[config.mk]
export PLATFORM = sky130hd
export DESIGN_NAME = cbb_front
export DESIGN_NICKNAME = d
export VERILOG_FILES = /design/src/rtl/core/cbb_pkg.sv /design/src/rtl/core/cbb_front.sv
export SDC_FILE = /design/constraint.sdc
export NUM_CORES = 1
export LEC_CHECK = 0
export BUFFER_PORTS_ARGS = -buffer_cell sky130_fd_sc_hd__buf_2
export CORE_MARGIN = 4
export CORE_UTILIZATION = 55
export CTS_CLUSTER_DIAMETER = 30
export DETAILED_ROUTE_END_ITERATION = 7
export HOLD_SLACK_MARGIN = 0.06
export PLACE_DENSITY = 0.94
export SETUP_SLACK_MARGIN = 0.5
export SYNTH_ARGS = -nofsm -noshare
export SYNTH_HDL_FRONTEND = slang
export SYNTH_SLANG_ARGS = --single-unit
[constraint.sdc]
create_clock -name i_clk -period 11.7 [get_ports i_clk]
set_clock_uncertainty 0.15 [all_clocks]
set_input_delay 1.17 -clock i_clk [delete_from_list [all_inputs] [get_ports i_clk]]
set_output_delay 1.17 -clock i_clk [all_outputs]
set_load 0.005 [all_outputs]
[src/rtl/core/cbb_pkg.sv]
// Shared types, constants and the arctangent table for the compound body
// bounding box block. No dependencies.
`timescale 1ns / 1ps

package cbb_pkg;

    typedef struct packed {
        logic              kind;
        logic signed [31:0] pos_x;
        logic signed [31:0] pos_y;
        logic signed [15:0] prim_angle;
        logic signed [15:0] body_angle;
        logic [30:0]       width;
        logic [30:0]       height;
        logic [30:0]       radius;
        logic              last;
        logic              is_empty;
    } t_in_item;

    typedef struct packed {
        logic signed [31:0] min_x;
        logic signed [31:0] max_x;
        logic signed [31:0] min_y;
        logic signed [31:0] max_y;
        logic [30:0]       span_x;
        logic [30:0]       span_y;
    } t_out_item;

    typedef enum logic [1:0] {
        CLS_EMPTY,
        CLS_CIRCLE,
        CLS_RECT
    } t_cls;

    typedef struct packed {
        t_cls     cls;
        t_in_item item;
    } t_qitem;

    typedef enum logic [2:0] {
        ST_IDLE,
        ST_RED,
        ST_CORD,
        ST_MUL,
        ST_ROUND,
        ST_EDGE,
        ST_MERGE,
        ST_OUT
    } t_state;

    localparam int Z_W          = 35;
    localparam int XY_W         = 34;
    localparam int CORDIC_STEPS = 16;
    localparam int STEP_W       = $clog2(CORDIC_STEPS);
    localparam int MUL_TERMS    = 4;

    localparam logic signed [Z_W-1:0]  PI_Q28      = 35'sd843314857;
    localparam logic signed [Z_W-1:0]  TWO_PI_Q28  = 35'sd1686629713;
    localparam logic signed [Z_W-1:0]  HALF_PI_Q28 = 35'sd421657428;
    localparam logic signed [XY_W-1:0] GAIN_Q30    = 34'sd652032874;

    function automatic logic signed [Z_W-1:0] atan_q28(input logic [STEP_W-1:0] idx);
        logic signed [Z_W-1:0] v;
        unique case (idx)
            4'd0:    v = 35'sd210828714;
            4'd1:    v = 35'sd124459457;
            4'd2:    v = 35'sd65760959;
            4'd3:    v = 35'sd33381290;
            4'd4:    v = 35'sd16755422;
            4'd5:    v = 35'sd8385879;
            4'd6:    v = 35'sd4193963;
            4'd7:    v = 35'sd2097109;
            4'd8:    v = 35'sd1048571;
            4'd9:    v = 35'sd524287;
            4'd10:   v = 35'sd262144;
            4'd11:   v = 35'sd131072;
            4'd12:   v = 35'sd65536;
            4'd13:   v = 35'sd32768;
            4'd14:   v = 35'sd16384;
            default: v = 35'sd8192;
        endcase
        return v;
    endfunction

endpackage

[src/rtl/core/cbb_front.sv]
// Front end: takes input transactions, tags each with its class and holds
// them in a two-entry queue for the back end. Depends on cbb_pkg.
`timescale 1ns / 1ps

module cbb_front
    import cbb_pkg::*;
(
    input  logic     i_clk,
    input  logic     i_rst_n,
    input  logic     i_valid,
    output logic     o_ready,
    input  t_in_item i_item,
    output logic     o_q_valid,
    input  logic     i_q_ready,
    output t_qitem   o_q_item
);

    t_qitem     r_mem [2];
    logic       r_wr_ptr, r_rd_ptr;
    logic [1:0] r_count;
    t_qitem     w_entry;
    logic       w_push, w_pop;

    always_comb begin
        w_entry.item = i_item;
        if (i_item.is_empty) begin
            w_entry.cls = CLS_EMPTY;
        end else if (i_item.kind) begin
            w_entry.cls = CLS_CIRCLE;
        end else begin
            w_entry.cls = CLS_RECT;
        end
    end

    assign o_ready   = (r_count != 2'd2);
    assign o_q_valid = (r_count != 2'd0);
    assign o_q_item  = r_mem[r_rd_ptr];
    assign w_push    = i_valid && o_ready;
    assign w_pop     = o_q_valid && i_q_ready;

    always_ff @(posedge i_clk) begin
        if (w_push) begin
            r_mem[r_wr_ptr] <= w_entry;
        end
        if (!i_rst_n) begin
            r_wr_ptr <= 1'b0;
            r_rd_ptr <= 1'b0;
            r_count  <= 2'd0;
        end else begin
            if (w_push) r_wr_ptr <= ~r_wr_ptr;
            if (w_pop)  r_rd_ptr <= ~r_rd_ptr;
            r_count <= r_count + {1'b0, w_push} - {1'b0, w_pop};
        end
    end

endmodule

==> run_results.csv <==
group,metric,value,unit
worst_setup_path,path_cells,"buf_4 > buf_4 > mux2_4 > buf_2",
timing,worst_pin_slew,1.04,ns
drt,drc,0,
global_route,grt_pass1_vias,8598,
cts,cts_buffers,69,
timing,max-slew-margin-rel,0.310,
cts,clk_latency,0.54,ns
global_route,grt_max_degree,120,
cts,h-tree-depth,3,
yosys,synth_edf_count,388,
worst_setup_path,worst-setup-path-type,"flop to primary output",
global_route,grt_overflow,0,
worst_setup_path,critical_path.endpoint_type,"primary output",
drt,drtIter0Drc,642,
run,max_cap_violations,0,
drt,final_antenna_net_count,0,
timing,hold_viol_final,0,
cts,cts_tree,"yes",
floorplan,die_width,173,um
timing,layout_min_cycle_time,4.83,ns
cts,clock-sinks,393,
yosys,synth_area,0.0149,sq mm
pwr,power_leakage,0.00766,uW
cts,hold_buffers,0,
timing,final_max_slew_viol_count,0,
floorplan,core,0.0269,sq mm
worst_setup_path,path_buf_inv,3,
timing,finalSetupViolCount,0,
worst_setup_path,cp_top_family,"buffers and inverters",
pwr,ir_drop,149,uV
run_status,status,"complete, no violations",
yosys,avgSynthCellArea,23.5,sq um
timing,fin_hold_ws,0.376,ns
global_route,track_usage,0.213,
drt,vias_per_cell,5.25,
yosys,postSynth.asyncResetShare,0,
worst_setup_path,worst_path_max_delay_cell,"buf_4",
global_route,grt_pass1_wl,49.2,mm
floorplan,die_h,173,um
yosys,postSynthNetCount,833,
yosys,synthTopCellsByCount,"edfxtp_1 (388), mux2_4 (160), mux2_2 (34)",
worst_setup_path,critPathRequiredTime,10.38,ns
yosys,ys_types,26,
final_layout,area_delta_synth_final,29.8,%
yosys,yosysTopAreaCellShare,0.780,
floorplan,ios,392,
place,dp.final_hpwl,21.1,mm
drt,wl_per_cell,22.1,um
yosys,synth.ff_latch_count,393,
floorplan,die-area,0.0299,sq mm
floorplan,core.rowCount,60,
place,port_buffers,391,
yosys,synthTopCellsByArea,"edfxtp_1 (78%), mux2_4 (16%), mux2_2 (2.6%), buf_6 (1.4%), dfxtp_1 (0.67%)",
yosys,ys_seq_area_frac,0.786,
timing,period_share,0.413,
yosys,synthFlopType,"edfxtp_1",
cts,root_buffer,"clkbuf_16",
place,place_area,0.0172,sq mm
timing,finalSetupTns,0,ns
pwr,power.density,227,mW/mm^2
timing,rsz0062_at_grt,"no",
yosys,ys_warn_count,0,
final_layout,final_nets,1279,
yosys,synth_cells,636,
timing,max_freq,207,MHz
worst_setup_path,crit_fanout,58,
yosys,yosysTopAreaCell,"edfxtp_1",
cts,post-cts-setup-buffers,0,
drt,routed_wl,32.7,mm
place,place_congestion,0.827,
global_route,antenna_found_initial,6,
worst_setup_path,slowest_delay,0.89,ns
hold_path,hold_class,"flop to flop",
final_layout,drive_gt1_frac,0.618,
worst_setup_path,path_common_cell,"buf_4",
drt,num_vias,7767,
cts,clk_pin_slew,0.05,ns
yosys,yosysMostFrequentCell,"edfxtp_1",
cts,cts_resized,0,
worst_setup_path,start_kind,"flop",
drt,first_pass_iters,5,
floorplan,start_util,0.556,
worst_setup_path,arrival,3.51,ns
cts,clockBufferDepth,3,
final_layout,final_cell_area,0.0194,sq mm
==> layer usage <==
metal | share of wire | vias up | track usage
met2 | 0.53 | 395 | 0.384
met1 | 0.36 | 3835 | 0.237
met3 | 0.084 | 57 | 0.0693
met5 | 0.00098 | - | 0
met4 | 0.024 | 4 | 0.0755
li1 | - | 3476 | -
==> metrics by stage <==
step | worst slack [ns] | util | power, uW | cells
after detailed placement | 7.43 | 0.638 | 2540 | 1352
after floorplan | 5.32 | - | 2290 | 636
after CTS | 6.83 | 0.721 | 4440 | 1477
after global routing | 6.70 | 0.722 | 4560 | 1480
final | 6.87 | 0.722 | 4400 | 1480
after global placement | 7.50 | 0.638 | 2510 | 1352
==> path summary, 6_finish.rpt <==
check / start / to / slack [ns] / depth (start not counted)
setup / recovery: flop / o_q_item[108] / 6.87 / 4
hold / removal: r_rd_ptr / r_rd_ptr / 0.38 / 2
setup reg to reg: r_count[0] / r_mem[0][75] / 8.63 / 4
hold reg to reg: r_rd_ptr / r_rd_ptr / 0.38 / 2
==> where the power goes <==
| group | switching [uW] | total (uW) | internal [uW] | leakage (uW) |
|---|---|---|---|---|
| Combinational | 338 | 744 | 407 | 0.00291 |
| Clock | 646 | 1870 | 1230 | 0.00108 |
| Sequential | 60.1 | 1780 | 1720 | 0.00367 |
==> sequential cells by signal, summed over array words and instances, names as in the netlist, named ones only <==
signal    count
r_count       2
r_mem       388
r_rd_ptr      1
r_wr_ptr      1
==> tightest hold or removal path: stages (launching register included) <==
cell     delay (ns)
dfxtp_1        0.32
xor2_1         0.08
nor2_1         0.08
==> logic make-up (layout without fill, tap and decap cells) <==
group	after synthesis	in the layout	share of synthesized area
xor+xnor	1	1	0.000586
compound gates	6	6	0.00293
fa+ha+maj	1	1	0.000837
flops	393	393	0.786
simple gates	17	17	0.00678
other cells	0	3	0
mux	194	194	0.186
buf+inv	24	524	0.0161
==> cells in the final DEF (no fill, tap or decap), types with 4 or more instances in the layout <==
cell type	count
inv_6	4
clkbuf_1	5
buf_2	391
edfxtp_1	388
nor2_1	5
buf_4	6
clkinv_4	5
clkbuf_16	70
bufinv_16	6
mux2_4	160
dfxtp_1	4
clkinvlp_4	6
clkinv_2	10
clkinv_1	16
mux2_2	34
==> final cells by class <==
| class | instances | area (sq um) |
|---|---|---|
| inverter | 2 | 15.0 |
| fill | 1554 | 7480 |
| clock inverter | 50 | 463 |
| clock buffer | 75 | 1770 |
| multi-input combinational | 219 | 2960 |
| timing repair buffer | 397 | 2000 |
| antenna | 3 | 7.51 |
| tap | 341 | 427 |
| sequential | 393 | 11800 |
(Power assumes the default switching activity.)
